<file path="src/design/fss_pkg.sv">
package fss_pkg;

   localparam int POS_W = 24;
   localparam int DIFF_W = 25;
   localparam int SUM_W = 28;
   localparam int DIR_W = 18;
   localparam int RAD_W = 23;
   localparam int MAG_W = 28;
   localparam int PROD_W = 56;
   localparam int SQ_W = 58;
   localparam int ROOT_W = 59;
   localparam int LEN_W = 30;
   localparam int QUO_W = 17;
   localparam int QUEUE_DEPTH = 2;
   localparam logic [RAD_W-1:0] RADIUS_RESET = 23'd4096;

   // One classified neighbour transaction between front and back.
   typedef struct packed {
      logic signed [DIFF_W-1:0] d_x;
      logic signed [DIFF_W-1:0] d_y;
      logic signed [DIFF_W-1:0] d_z;
      logic is_self;
      logic last;
   } fss_entry_type;

   typedef enum logic [3:0] {
      ST_IDLE,
      ST_DSQ,
      ST_DTEST,
      ST_NORM,
      ST_USQ,
      ST_SQRT,
      ST_DIV,
      ST_ACC,
      ST_LAST,
      ST_OUT
   } fss_state_type;

endpackage

</file>
<file path="src/design/fss_front.sv">
module fss_front import fss_pkg::*; (
   input  logic [143:0] req_tdata,
   input  logic req_tuser,
   input  logic req_tlast,
   output fss_entry_type entry
);

   logic signed [POS_W-1:0] self_x, self_y, self_z;
   logic signed [POS_W-1:0] other_x, other_y, other_z;

   // Unpack positions
   assign self_x = req_tdata[23:0];
   assign self_y = req_tdata[47:24];
   assign self_z = req_tdata[71:48];
   assign other_x = req_tdata[95:72];
   assign other_y = req_tdata[119:96];
   assign other_z = req_tdata[143:120];

   // Offset toward the neighbour, exact in 25 bits
   always_comb begin
      entry.d_x = DIFF_W'(other_x) - DIFF_W'(self_x);
      entry.d_y = DIFF_W'(other_y) - DIFF_W'(self_y);
      entry.d_z = DIFF_W'(other_z) - DIFF_W'(self_z);
      entry.is_self = req_tuser;
      entry.last = req_tlast;
   end

endmodule

</file>
<file path="src/design/fss_queue.sv">
module fss_queue import fss_pkg::*; (
   input  logic clock,
   input  logic reset,
   input  logic wr_valid,
   output logic wr_ready,
   input  fss_entry_type wr_data,
   output logic rd_valid,
   input  logic rd_pop,
   output fss_entry_type rd_data
);

   localparam int PTR_W = (QUEUE_DEPTH > 1) ? $clog2(QUEUE_DEPTH) : 1;
   localparam int CNT_W = $clog2(QUEUE_DEPTH + 1);

   fss_entry_type mem_ff [QUEUE_DEPTH];
   logic [PTR_W-1:0] wr_ptr_ff, rd_ptr_ff;
   logic [CNT_W-1:0] count_ff;
   logic push, pop;

   assign wr_ready = (count_ff != CNT_W'(QUEUE_DEPTH));
   assign rd_valid = (count_ff != '0);
   assign rd_data = mem_ff[rd_ptr_ff];
   assign push = wr_valid & wr_ready;
   assign pop = rd_pop & rd_valid;

   // Storage
   always_ff @(posedge clock) begin
      if (push) begin
         mem_ff[wr_ptr_ff] <= wr_data;
      end
   end

   // Pointers and fill count
   always_ff @(posedge clock) begin
      if (reset) begin
         wr_ptr_ff <= '0;
         rd_ptr_ff <= '0;
         count_ff <= '0;
      end else begin
         if (push) begin
            wr_ptr_ff <= (wr_ptr_ff == PTR_W'(QUEUE_DEPTH - 1)) ? '0 : wr_ptr_ff + 1'b1;
         end
         if (pop) begin
            rd_ptr_ff <= (rd_ptr_ff == PTR_W'(QUEUE_DEPTH - 1)) ? '0 : rd_ptr_ff + 1'b1;
         end
         if (push && !pop) begin
            count_ff <= count_ff + 1'b1;
         end else if (pop && !push) begin
            count_ff <= count_ff - 1'b1;
         end
      end
   end

endmodule

</file>
<file path="src/design/fss_back.sv">
module fss_back import fss_pkg::*; (
   input  logic clock,
   input  logic reset,
   input  logic [RAD_W-1:0] radius,
   input  logic q_valid,
   output logic q_pop,
   input  fss_entry_type q_data,
   output logic rsp_tvalid,
   input  logic rsp_tready,
   output logic [55:0] rsp_tdata
);

   fss_state_type state_ff, state_in;

   logic [MAG_W-1:0] a_ff [3];
   logic neg_ff [3];
   logic last_ff, fin_ff;
   logic [2:0] cnt_ff;
   logic [PROD_W-1:0] prod_ff;
   logic [SQ_W-1:0] s_ff;
   logic [45:0] rsq_ff;
   logic [ROOT_W-1:0] res_ff, bit_ff;
   logic [28:0] rem_ff;
   logic [QUO_W-1:0] nlo_ff, q_ff;
   logic [4:0] dcnt_ff;
   logic [1:0] ci_ff;
   logic signed [DIR_W-1:0] dir_ff [3];
   logic signed [SUM_W-1:0] sum_ff [3];
   logic rsp_tvalid_ff;
   logic [55:0] rsp_tdata_ff;

   logic [MAG_W-1:0] op, m_max;
   logic [ROOT_W-1:0] trial;
   logic [LEN_W-1:0] len;
   logic [44:0] numer;
   logic [29:0] dtry;
   logic qbit;
   logic [QUO_W-1:0] q_next;
   logic near_zero, in_range, out_load;

   // Squaring operand: stored magnitudes, then the radius
   always_comb begin
      if (cnt_ff < 3'd3) begin
         op = a_ff[cnt_ff[1:0]];
      end else begin
         op = MAG_W'(radius);
      end
   end

   // Largest magnitude for the normalize shift
   always_comb begin
      m_max = a_ff[0];
      if (a_ff[1] > m_max) m_max = a_ff[1];
      if (a_ff[2] > m_max) m_max = a_ff[2];
   end

   // Root step and divide step
   assign trial = res_ff + bit_ff;
   assign len = res_ff[LEN_W-1:0];
   assign numer = {1'b0, a_ff[ci_ff], 16'b0} + 45'(len >> 1);
   assign dtry = {rem_ff, nlo_ff[QUO_W-1]};
   assign qbit = (dtry >= len);
   assign q_next = {q_ff[QUO_W-2:0], qbit};

   always_comb begin
      near_zero = 1'b1;
      for (int i = 0; i < 3; i++) begin
         if (!(sum_ff[i] == '0 || sum_ff[i] == SUM_W'(1) || sum_ff[i] == -SUM_W'(1))) begin
            near_zero = 1'b0;
         end
      end
   end

   assign in_range = (s_ff != '0) && (s_ff < SQ_W'(rsq_ff));

   // Control outputs
   always_comb begin
      q_pop = (state_ff == ST_IDLE) && q_valid;
      out_load = (state_ff == ST_OUT) && (!rsp_tvalid_ff || rsp_tready);
   end

   // Next state
   always_comb begin
      state_in = state_ff;
      unique case (state_ff)
         ST_IDLE: begin
            if (q_valid) state_in = q_data.is_self ? ST_LAST : ST_DSQ;
         end
         ST_DSQ: begin
            if (cnt_ff == 3'd4) state_in = ST_DTEST;
         end
         ST_DTEST: begin
            state_in = in_range ? ST_NORM : ST_LAST;
         end
         ST_NORM: begin
            if (m_max[MAG_W-1] || m_max == '0) state_in = ST_USQ;
         end
         ST_USQ: begin
            if (cnt_ff == 3'd3) state_in = ST_SQRT;
         end
         ST_SQRT: begin
            if (bit_ff == ROOT_W'(1)) state_in = ST_DIV;
         end
         ST_DIV: begin
            if (dcnt_ff == 5'(QUO_W) && ci_ff == 2'd2) state_in = fin_ff ? ST_OUT : ST_ACC;
         end
         ST_ACC: begin
            state_in = ST_LAST;
         end
         ST_LAST: begin
            if (!last_ff) state_in = ST_IDLE;
            else state_in = near_zero ? ST_OUT : ST_NORM;
         end
         ST_OUT: begin
            if (out_load) state_in = ST_IDLE;
         end
         default: state_in = ST_IDLE;
      endcase
   end

   always_ff @(posedge clock) begin
      if (reset) begin
         state_ff <= ST_IDLE;
      end else begin
         state_ff <= state_in;
      end
   end

   // Datapath
   always_ff @(posedge clock) begin
      logic signed [SUM_W:0] acc;
      logic signed [DIFF_W-1:0] dv;
      if (reset) begin
         for (int i = 0; i < 3; i++) sum_ff[i] <= '0;
         rsp_tvalid_ff <= 1'b0;
      end else begin
         if (rsp_tvalid_ff && rsp_tready && !out_load) rsp_tvalid_ff <= 1'b0;
         unique case (state_ff)
            ST_IDLE: begin
               if (q_valid) begin
                  for (int i = 0; i < 3; i++) begin
                     dv = (i == 0) ? q_data.d_x : ((i == 1) ? q_data.d_y : q_data.d_z);
                     neg_ff[i] <= dv[DIFF_W-1];
                     a_ff[i] <= MAG_W'(dv[DIFF_W-1] ? -dv : dv);
                  end
                  last_ff <= q_data.last;
                  fin_ff <= 1'b0;
                  s_ff <= '0;
                  cnt_ff <= '0;
               end
            end
            ST_DSQ: begin
               prod_ff <= op * op;
               cnt_ff <= cnt_ff + 1'b1;
               if (cnt_ff != 3'd0 && cnt_ff != 3'd4) s_ff <= s_ff + SQ_W'(prod_ff);
               if (cnt_ff == 3'd4) rsq_ff <= prod_ff[45:0];
            end
            ST_DTEST: begin
               cnt_ff <= '0;
            end
            ST_NORM: begin
               if (m_max[MAG_W-1] || m_max == '0) begin
                  cnt_ff <= '0;
                  s_ff <= '0;
               end else begin
                  for (int i = 0; i < 3; i++) a_ff[i] <= {a_ff[i][MAG_W-2:0], 1'b0};
               end
            end
            ST_USQ: begin
               prod_ff <= op * op;
               cnt_ff <= cnt_ff + 1'b1;
               if (cnt_ff != 3'd0) s_ff <= s_ff + SQ_W'(prod_ff);
               res_ff <= '0;
               bit_ff <= ROOT_W'(1) << (ROOT_W - 1);
            end
            ST_SQRT: begin
               if ({1'b0, s_ff} >= trial) begin
                  s_ff <= s_ff - trial[SQ_W-1:0];
                  res_ff <= (res_ff >> 1) + bit_ff;
               end else begin
                  res_ff <= res_ff >> 1;
               end
               bit_ff <= bit_ff >> 2;
               dcnt_ff <= '0;
               ci_ff <= '0;
            end
            ST_DIV: begin
               if (dcnt_ff == '0) begin
                  rem_ff <= 29'(numer[44:QUO_W]);
                  nlo_ff <= numer[QUO_W-1:0];
                  q_ff <= '0;
                  dcnt_ff <= 5'd1;
               end else begin
                  rem_ff <= qbit ? 29'(dtry - len) : dtry[28:0];
                  nlo_ff <= {nlo_ff[QUO_W-2:0], 1'b0};
                  q_ff <= q_next;
                  if (dcnt_ff == 5'(QUO_W)) begin
                     dir_ff[ci_ff] <= neg_ff[ci_ff] ? -DIR_W'(q_next) : DIR_W'(q_next);
                     ci_ff <= ci_ff + 1'b1;
                     dcnt_ff <= '0;
                  end else begin
                     dcnt_ff <= dcnt_ff + 1'b1;
                  end
               end
            end
            ST_ACC: begin
               for (int i = 0; i < 3; i++) begin
                  acc = (SUM_W+1)'(sum_ff[i]) - (SUM_W+1)'(dir_ff[i]);
                  if (acc[SUM_W] != acc[SUM_W-1]) begin
                     sum_ff[i] <= acc[SUM_W] ? {1'b1, {(SUM_W-1){1'b0}}}
                                             : {1'b0, {(SUM_W-1){1'b1}}};
                  end else begin
                     sum_ff[i] <= acc[SUM_W-1:0];
                  end
               end
            end
            ST_LAST: begin
               if (last_ff) begin
                  for (int i = 0; i < 3; i++) begin
                     neg_ff[i] <= sum_ff[i][SUM_W-1];
                     a_ff[i] <= sum_ff[i][SUM_W-1] ? MAG_W'(-sum_ff[i]) : MAG_W'(sum_ff[i]);
                     dir_ff[i] <= DIR_W'(sum_ff[i]);
                  end
                  fin_ff <= 1'b1;
               end
            end
            ST_OUT: begin
               if (out_load) begin
                  rsp_tvalid_ff <= 1'b1;
                  rsp_tdata_ff <= {2'b0, dir_ff[2], dir_ff[1], dir_ff[0]};
                  for (int i = 0; i < 3; i++) sum_ff[i] <= '0;
               end
            end
            default: begin
            end
         endcase
      end
   end

   assign rsp_tvalid = rsp_tvalid_ff;
   assign rsp_tdata = rsp_tdata_ff;

endmodule

</file>
<file path="src/design/flocking_separation_steer.sv">
// Separation steering for one agent of a flock.
// req channel: one neighbour per transaction, with the agent's own position.
//   tdata holds self_x, self_y, self_z, other_x, other_y, other_z (signed Q12.12)
//   tuser is is_self (entry skipped), tlast marks the final neighbour of a run.
// rsp channel: one transaction per run, the unit steering direction in Q1.16.
// csr channel: writes the radius (unsigned Q11.12); ready is always high.
// Inputs go into a two-entry queue; a back-end sequencer then runs the
// distance test and a shared normalize unit (shift search, squares on one
// 28x28 multiplier, bit-serial square root, bit-serial divide per axis).
// A skipped or out-of-range neighbour bypasses the normalize unit; one that counts
// runs it, with the 30-step root and three 17-step divides. The last item of a run
// also normalizes the sum for the result unless every axis of the sum is within +/-1.
// The result waits in an output register; while the receiver stalls the back
// end holds in its output step and the queue keeps accepting until full.
// Reset is synchronous: the sum clears and the radius returns to 1.0.
module flocking_separation_steer import fss_pkg::*; (
   input  logic clock,
   input  logic reset,
   input  logic req_tvalid,
   output logic req_tready,
   input  logic [143:0] req_tdata,  // self_x, self_y, self_z, other_x, other_y, other_z
   input  logic req_tuser,          // is_self
   input  logic req_tlast,
   output logic rsp_tvalid,
   input  logic rsp_tready,
   output logic [55:0] rsp_tdata,   // dir_x, dir_y, dir_z, 2 zero bits
   input  logic csr_valid,
   output logic csr_ready,
   input  logic [RAD_W-1:0] csr_data
);

   fss_entry_type front_entry, q_data;
   logic q_valid, q_pop;
   logic [RAD_W-1:0] radius_ff;

   // Radius register
   assign csr_ready = 1'b1;
   always_ff @(posedge clock) begin
      if (reset) begin
         radius_ff <= RADIUS_RESET;
      end else if (csr_valid) begin
         radius_ff <= csr_data;
      end
   end

   fss_front u_front (
      .req_tdata(req_tdata),
      .req_tuser(req_tuser),
      .req_tlast(req_tlast),
      .entry(front_entry)
   );

   fss_queue u_queue (
      .clock(clock),
      .reset(reset),
      .wr_valid(req_tvalid),
      .wr_ready(req_tready),
      .wr_data(front_entry),
      .rd_valid(q_valid),
      .rd_pop(q_pop),
      .rd_data(q_data)
   );

   fss_back u_back (
      .clock(clock),
      .reset(reset),
      .radius(radius_ff),
      .q_valid(q_valid),
      .q_pop(q_pop),
      .q_data(q_data),
      .rsp_tvalid(rsp_tvalid),
      .rsp_tready(rsp_tready),
      .rsp_tdata(rsp_tdata)
   );

endmodule

</file>
<file path="config.mk">
export PLATFORM = sky130hd
export DESIGN_NAME = flocking_separation_steer
export DESIGN_NICKNAME = d
export VERILOG_FILES = /design/src/design/fss_pkg.sv /design/src/design/fss_front.sv /design/src/design/fss_queue.sv /design/src/design/fss_back.sv /design/src/design/flocking_separation_steer.sv
export SDC_FILE = /design/constraint.sdc
export NUM_CORES = 2
export LEC_CHECK = 0
export BUFFER_PORTS_ARGS = -buffer_cell sky130_fd_sc_hd__buf_2
export CAP_MARGIN = 25
export CORE_MARGIN = 4
export CORE_UTILIZATION = 66
export DETAILED_ROUTE_END_ITERATION = 16
export PLACE_DENSITY_LB_ADDON = 0.1
export SETUP_SLACK_MARGIN = 0.1
export SYNTH_ARGS = -nofsm -noshare
export SYNTH_HDL_FRONTEND = slang
export SYNTH_SLANG_ARGS = --single-unit
</file>
<file path="constraint.sdc">
create_clock -name clock -period 14.8 [get_ports clock]
set_clock_uncertainty 0.2 [all_clocks]
set_input_delay 2.96 -clock clock [delete_from_list [all_inputs] [get_ports clock]]
set_output_delay 2.96 -clock clock [all_outputs]
set_load 0.05 [all_outputs]
</file>
==> report_table.html <==
<table>
<tr><th>Metric</th><th>Value</th></tr>
<tr><th colspan="2">Yosys</th></tr>
<tr><td>Post-synthesis instance total</td><td>8626</td></tr>
<tr><td>Mean cell area of the mapped netlist</td><td>9.198 µm²</td></tr>
<tr><td>XOR/XNOR Fraction of Synth Area</td><td>6.424%</td></tr>
<tr><td>Count of flip-flops with a built-in enable after synthesis</td><td>698</td></tr>
<tr><td>Dominant combinational cell family by area after synthesis</td><td>adder cells</td></tr>
<tr><td>Top-area cell type share of the netlist area</td><td>26.42%</td></tr>
<tr><td>Leading cell types by total area after synthesis</td><td>sky130_fd_sc_hd__edfxtp_1 26%, sky130_fd_sc_hd__fa_1 16%, sky130_fd_sc_hd__ha_1 11%</td></tr>
<tr><td>Async SR Flop Fraction</td><td>0%</td></tr>
<tr><td>Adder-cell share of the synthesized area</td><td>26.84%</td></tr>
<tr><td>Synthesized flop and latch total</td><td>791</td></tr>
<tr><td>Compound-cell area share of the yosys netlist</td><td>14.23%</td></tr>
<tr><td>Primary flip-flop cell chosen by synthesis mapping</td><td>sky130_fd_sc_hd__edfxtp_1</td></tr>
<tr><td>Leading area contributor after synthesis</td><td>sky130_fd_sc_hd__edfxtp_1</td></tr>
<tr><td>Yosys warnings</td><td>0</td></tr>
<tr><td>Cell area after synthesis</td><td>0.07934 mm²</td></tr>
<tr><td>Area fraction in and, or, nand and nor cells after synthesis</td><td>13.93%</td></tr>
<tr><td>Share of synthesized area spent on multiplexers</td><td>2.521%</td></tr>
<tr><td>Sequential element share of the synthesized area</td><td>28.76%</td></tr>
<tr><td>Number of distinct library cells after synthesis</td><td>98</td></tr>
<tr><th colspan="2">Placed design</th></tr>
<tr><td>Last weighted congestion value of the routability-driven placer</td><td>1.027</td></tr>
<tr><td>Post-detail-place hpwl</td><td>184.1 mm</td></tr>
<tr><td>Port-buffer cells</td><td>229</td></tr>
<tr><th colspan="2">Global routing</th></tr>
<tr><td>Vias in the first global route</td><td>64810</td></tr>
<tr><td>Global routing usage summed across all routing layers</td><td>37.65%</td></tr>
<tr><td>Maximum number of pins on one net before global-route repair</td><td>88</td></tr>
<tr><td>Remaining global-route overflow</td><td>0</td></tr>
<tr><td>First-pass GRT wire length</td><td>369.1 mm</td></tr>
<tr><td>Number of antenna violations at the first check in global routing</td><td>5</td></tr>
<tr><th colspan="2">Floorplanning</th></tr>
<tr><td>Die Footprint</td><td>0.1258 mm²</td></tr>
<tr><td>Horizontal die dimension</td><td>354.7 µm</td></tr>
<tr><td>Starting Density</td><td>66.84%</td></tr>
<tr><td>Die H</td><td>354.7 µm</td></tr>
<tr><td>Num ports</td><td>233</td></tr>
<tr><td>Number of rows created at floorplan</td><td>126</td></tr>
<tr><td>Core region area</td><td>0.1187 mm²</td></tr>
<tr><th colspan="2">Min path</th></tr>
<tr><td>Min-Delay Path Depth</td><td>0</td></tr>
<tr><td>Hold Startpoint</td><td>u_back.dir_ff[1][16]</td></tr>
<tr><td>End of the worst hold path</td><td>u_back.rsp_tdata[34]</td></tr>
<tr><td>Path category of the worst min-delay check</td><td>reg2reg</td></tr>
<tr><th colspan="2">Run</th></tr>
<tr><td>Count of maximum capacitance violations</td><td>0</td></tr>
<tr><th colspan="2">Clock network</th></tr>
<tr><td>Clock tree from TritonCTS</td><td>done</td></tr>
<tr><td>Postcts setup bufs</td><td>0</td></tr>
<tr><td>Clock Pin Slew Worst Setup and Hold Paths</td><td>60 ps</td></tr>
<tr><td>Clock latency at the later pin of the worst-skew pair</td><td>720 ps</td></tr>
<tr><td>Quantity of gates resized following cts</td><td>0</td></tr>
<tr><td>Total clock buffers created by CTS</td><td>92</td></tr>
<tr><td>Clock tree root buffer cell</td><td>sky130_fd_sc_hd__clkbuf_16</td></tr>
<tr><td>CTS H-Tree Depth</td><td>3</td></tr>
<tr><td>Clock Tree Buf Depth</td><td>3</td></tr>
<tr><td>Clock sink count</td><td>791</td></tr>
<tr><td>Hold buffer count at cts</td><td>0</td></tr>
<tr><th colspan="2">Critical path</th></tr>
<tr><td>Endpoint class of the critical path</td><td>register</td></tr>
<tr><td>Register-to-register setup slack</td><td>3880 ps</td></tr>
<tr><td>Worst reg2reg path depth</td><td>32</td></tr>
<tr><td>Kind of critical path</td><td>reg2reg</td></tr>
<tr><td>CP Buf/Inv Count</td><td>7</td></tr>
<tr><td>Arrival time at the worst endpoint</td><td>11150 ps</td></tr>
<tr><td>Cell mode on critical path</td><td>sky130_fd_sc_hd__fa_1</td></tr>
<tr><td>Maximum single-stage delay on the critical path</td><td>980 ps</td></tr>
<tr><td>Critical-path top delay cell</td><td>sky130_fd_sc_hd__clkinv_1</td></tr>
<tr><td>Required time of the worst setup path</td><td>15040 ps</td></tr>
<tr><td>Category of cells accounting for the largest share of critical-path delay</td><td>adder cells</td></tr>
<tr><td>Worst R2R End</td><td>u_back.prod_ff[37]</td></tr>
<tr><td>Crit path launch type</td><td>register</td></tr>
<tr><td>Largest fanout of any net on the critical path</td><td>28</td></tr>
<tr><th colspan="2">Final layout</th></tr>
<tr><td>Layout-stage area growth over the synthesis result</td><td>7.793%</td></tr>
<tr><td>Most frequent cells in the layout</td><td>1223 x sky130_fd_sc_hd__inv_1, 816 x sky130_fd_sc_hd__nand2_1, 721 x sky130_fd_sc_hd__nor2_1</td></tr>
<tr><td>Most frequent standard cell in the layout excluding fill and tap cells</td><td>sky130_fd_sc_hd__inv_1</td></tr>
<tr><td>Net total in the final layout</td><td>10230</td></tr>
<tr><td>Ratio of cells with drive above 1 in the final layout</td><td>6.303%</td></tr>
<tr><th colspan="2">Status</th></tr>
<tr><td>Result of the run</td><td>complete, no violations</td></tr>
<tr><th colspan="2">Route</th></tr>
<tr><td>DR vias/cell</td><td>6.284</td></tr>
<tr><td>Via total after detailed routing</td><td>65400</td></tr>
<tr><td>Routed wire per std cell</td><td>22.90 µm</td></tr>
<tr><td>Number of nets still failing antenna checks after routing</td><td>0</td></tr>
<tr><td>Final wirelength</td><td>238.4 mm</td></tr>
<tr><td>Remaining DRCs</td><td>0</td></tr>
<tr><td>DRC violation total after the first TritonRoute iteration</td><td>7022</td></tr>
<tr><td>1st-pass router iterations</td><td>7</td></tr>
<tr><th colspan="2">Timing</th></tr>
<tr><td>Tightest Pin Transition</td><td>1152 ps</td></tr>
<tr><td>Final setup violation count</td><td>0</td></tr>
<tr><td>Post-Route Setup TNS</td><td>0 ps</td></tr>
<tr><td>Max-slew violation total from the final report</td><td>0</td></tr>
<tr><td>RSZ-0062 raised after global routing</td><td>false</td></tr>
<tr><td>Period utilisation layout</td><td>73.75%</td></tr>
<tr><td>Endpoints failing hold</td><td>0</td></tr>
<tr><td>Min Tclk post-route</td><td>10920 ps</td></tr>
<tr><td>Maximum clock frequency</td><td>91.61 MHz</td></tr>
<tr><td>Slew HR</td><td>23.22%</td></tr>
</table>
layer usage:
metal,track usage [%],part of all wire [%]
met1,51.46,41
met2,57.18,43
met3,10.48,11
met4,14.92,4.8
met5,0,0.013
metrics by stage:
stage          cell area, µm²  hold slack (ps)  cells  util (%)  setup slack [ps]
2_1_floorplan           79350            226.4   8627         -              4484
3_3_place_gp            82080            231.0  10230     69.14              4426
3_5_place_dp            82100            238.0  10230     69.16              4213
4_1_cts                 85450            252.8  10400     71.98              4143
5_1_grt                 85530            268.9  10410     72.05              3500
6_report                85530            255.5  10410     72.05              3885
worst reg2reg max path, delay by kind of cell (launching register included):
kind / cells / cell delay, ps
AO/OA/AOI/OAI: 10 / 2940
XOR/XNOR: 1 / 90
adder cells (fa/ha/maj): 8 / 3810
buffers and inverters: 7 / 1730
flip-flops: 1 / 300
multiplexers: 1 / 250
AND/OR/NAND/NOR: 5 / 1370
Yosys cell counts (172+ instances only):
cell / count
sky130_fd_sc_hd__xnor2_1: 380
sky130_fd_sc_hd__o21ai_1: 172
sky130_fd_sc_hd__xor2_1: 202
sky130_fd_sc_hd__inv_1: 1224
sky130_fd_sc_hd__clkbuf_1: 254
sky130_fd_sc_hd__a21oi_1: 424
sky130_fd_sc_hd__a21o_1: 205
sky130_fd_sc_hd__ha_1: 707
sky130_fd_sc_hd__o21ai_0: 303
sky130_fd_sc_hd__fa_1: 622
sky130_fd_sc_hd__nor2_1: 733
sky130_fd_sc_hd__edfxtp_1: 698
sky130_fd_sc_hd__mux2i_1: 174
sky130_fd_sc_hd__nand2_1: 817
flip-flops by register name, summed over array words and instances, names as in the netlist, 2 cells and up, named ones only:
| signal | count |
|---|---|
| u_back.res_ff | 59 |
| u_back.q_ff | 16 |
| u_back.rsp_tdata | 54 |
| u_back.s_ff | 58 |
| u_back.a_ff | 84 |
| radius_ff | 23 |
| u_queue.mem_ff | 154 |
| u_queue.count_ff | 2 |
| u_back.sum_ff | 84 |
| u_back.dir_ff | 54 |
| u_back.neg_ff | 3 |
| u_back.bit_ff | 30 |
| u_back.prod_ff | 55 |
| u_back.cnt_ff | 3 |
| u_back.dcnt_ff | 5 |
| u_back.nlo_ff | 17 |
| u_back.rsq_ff | 45 |
| u_back.ci_ff | 2 |
| u_back.rem_ff | 29 |
| u_back.state_ff | 4 |
layout make-up:
type                            count  area (µm²)
Clock inverter                     68       996.0
Multi-Input combinational cell   6305       50930
Sequential cell                   791       22830
Inverter                         1232        4624
Tap cell                         1600        2002
Timing Repair Buffer              308        1799
Fill cell                        9104       33180
Antenna cell                        1       2.502
Clock buffer                      102        2350
cells by family (layout without fill, tap and decap cells):
| group | count (synthesis) | in the layout |
|---|---|---|
| AO/OA/AOI/OAI | 1782 | 1782 |
| adder cells (fa/ha/maj) | 1329 | 1329 |
| buffers and inverters | 1531 | 1710 |
| flip-flops | 791 | 791 |
| multiplexers | 197 | 197 |
| XOR/XNOR | 582 | 582 |
| AND/OR/NAND/NOR | 2412 | 2412 |
| other | 2 | 4 |
worst max path at each step:
stage	start	to	slack (ps)	cells past startpoint
floorplan	reset	u_back.bit_ff[0]	4480	3
global placement	register	u_back.prod_ff[37]	4430	32
detailed placement	register	u_back.prod_ff[37]	4210	32
CTS	register	u_back.prod_ff[37]	4140	32
global route	register	u_back.prod_ff[37]	3500	32
finish	register	u_back.prod_ff[37]	3880	32
Power is not shown: default switching activity piles up to over one toggle a cycle in this logic, so the estimate is an artifact.
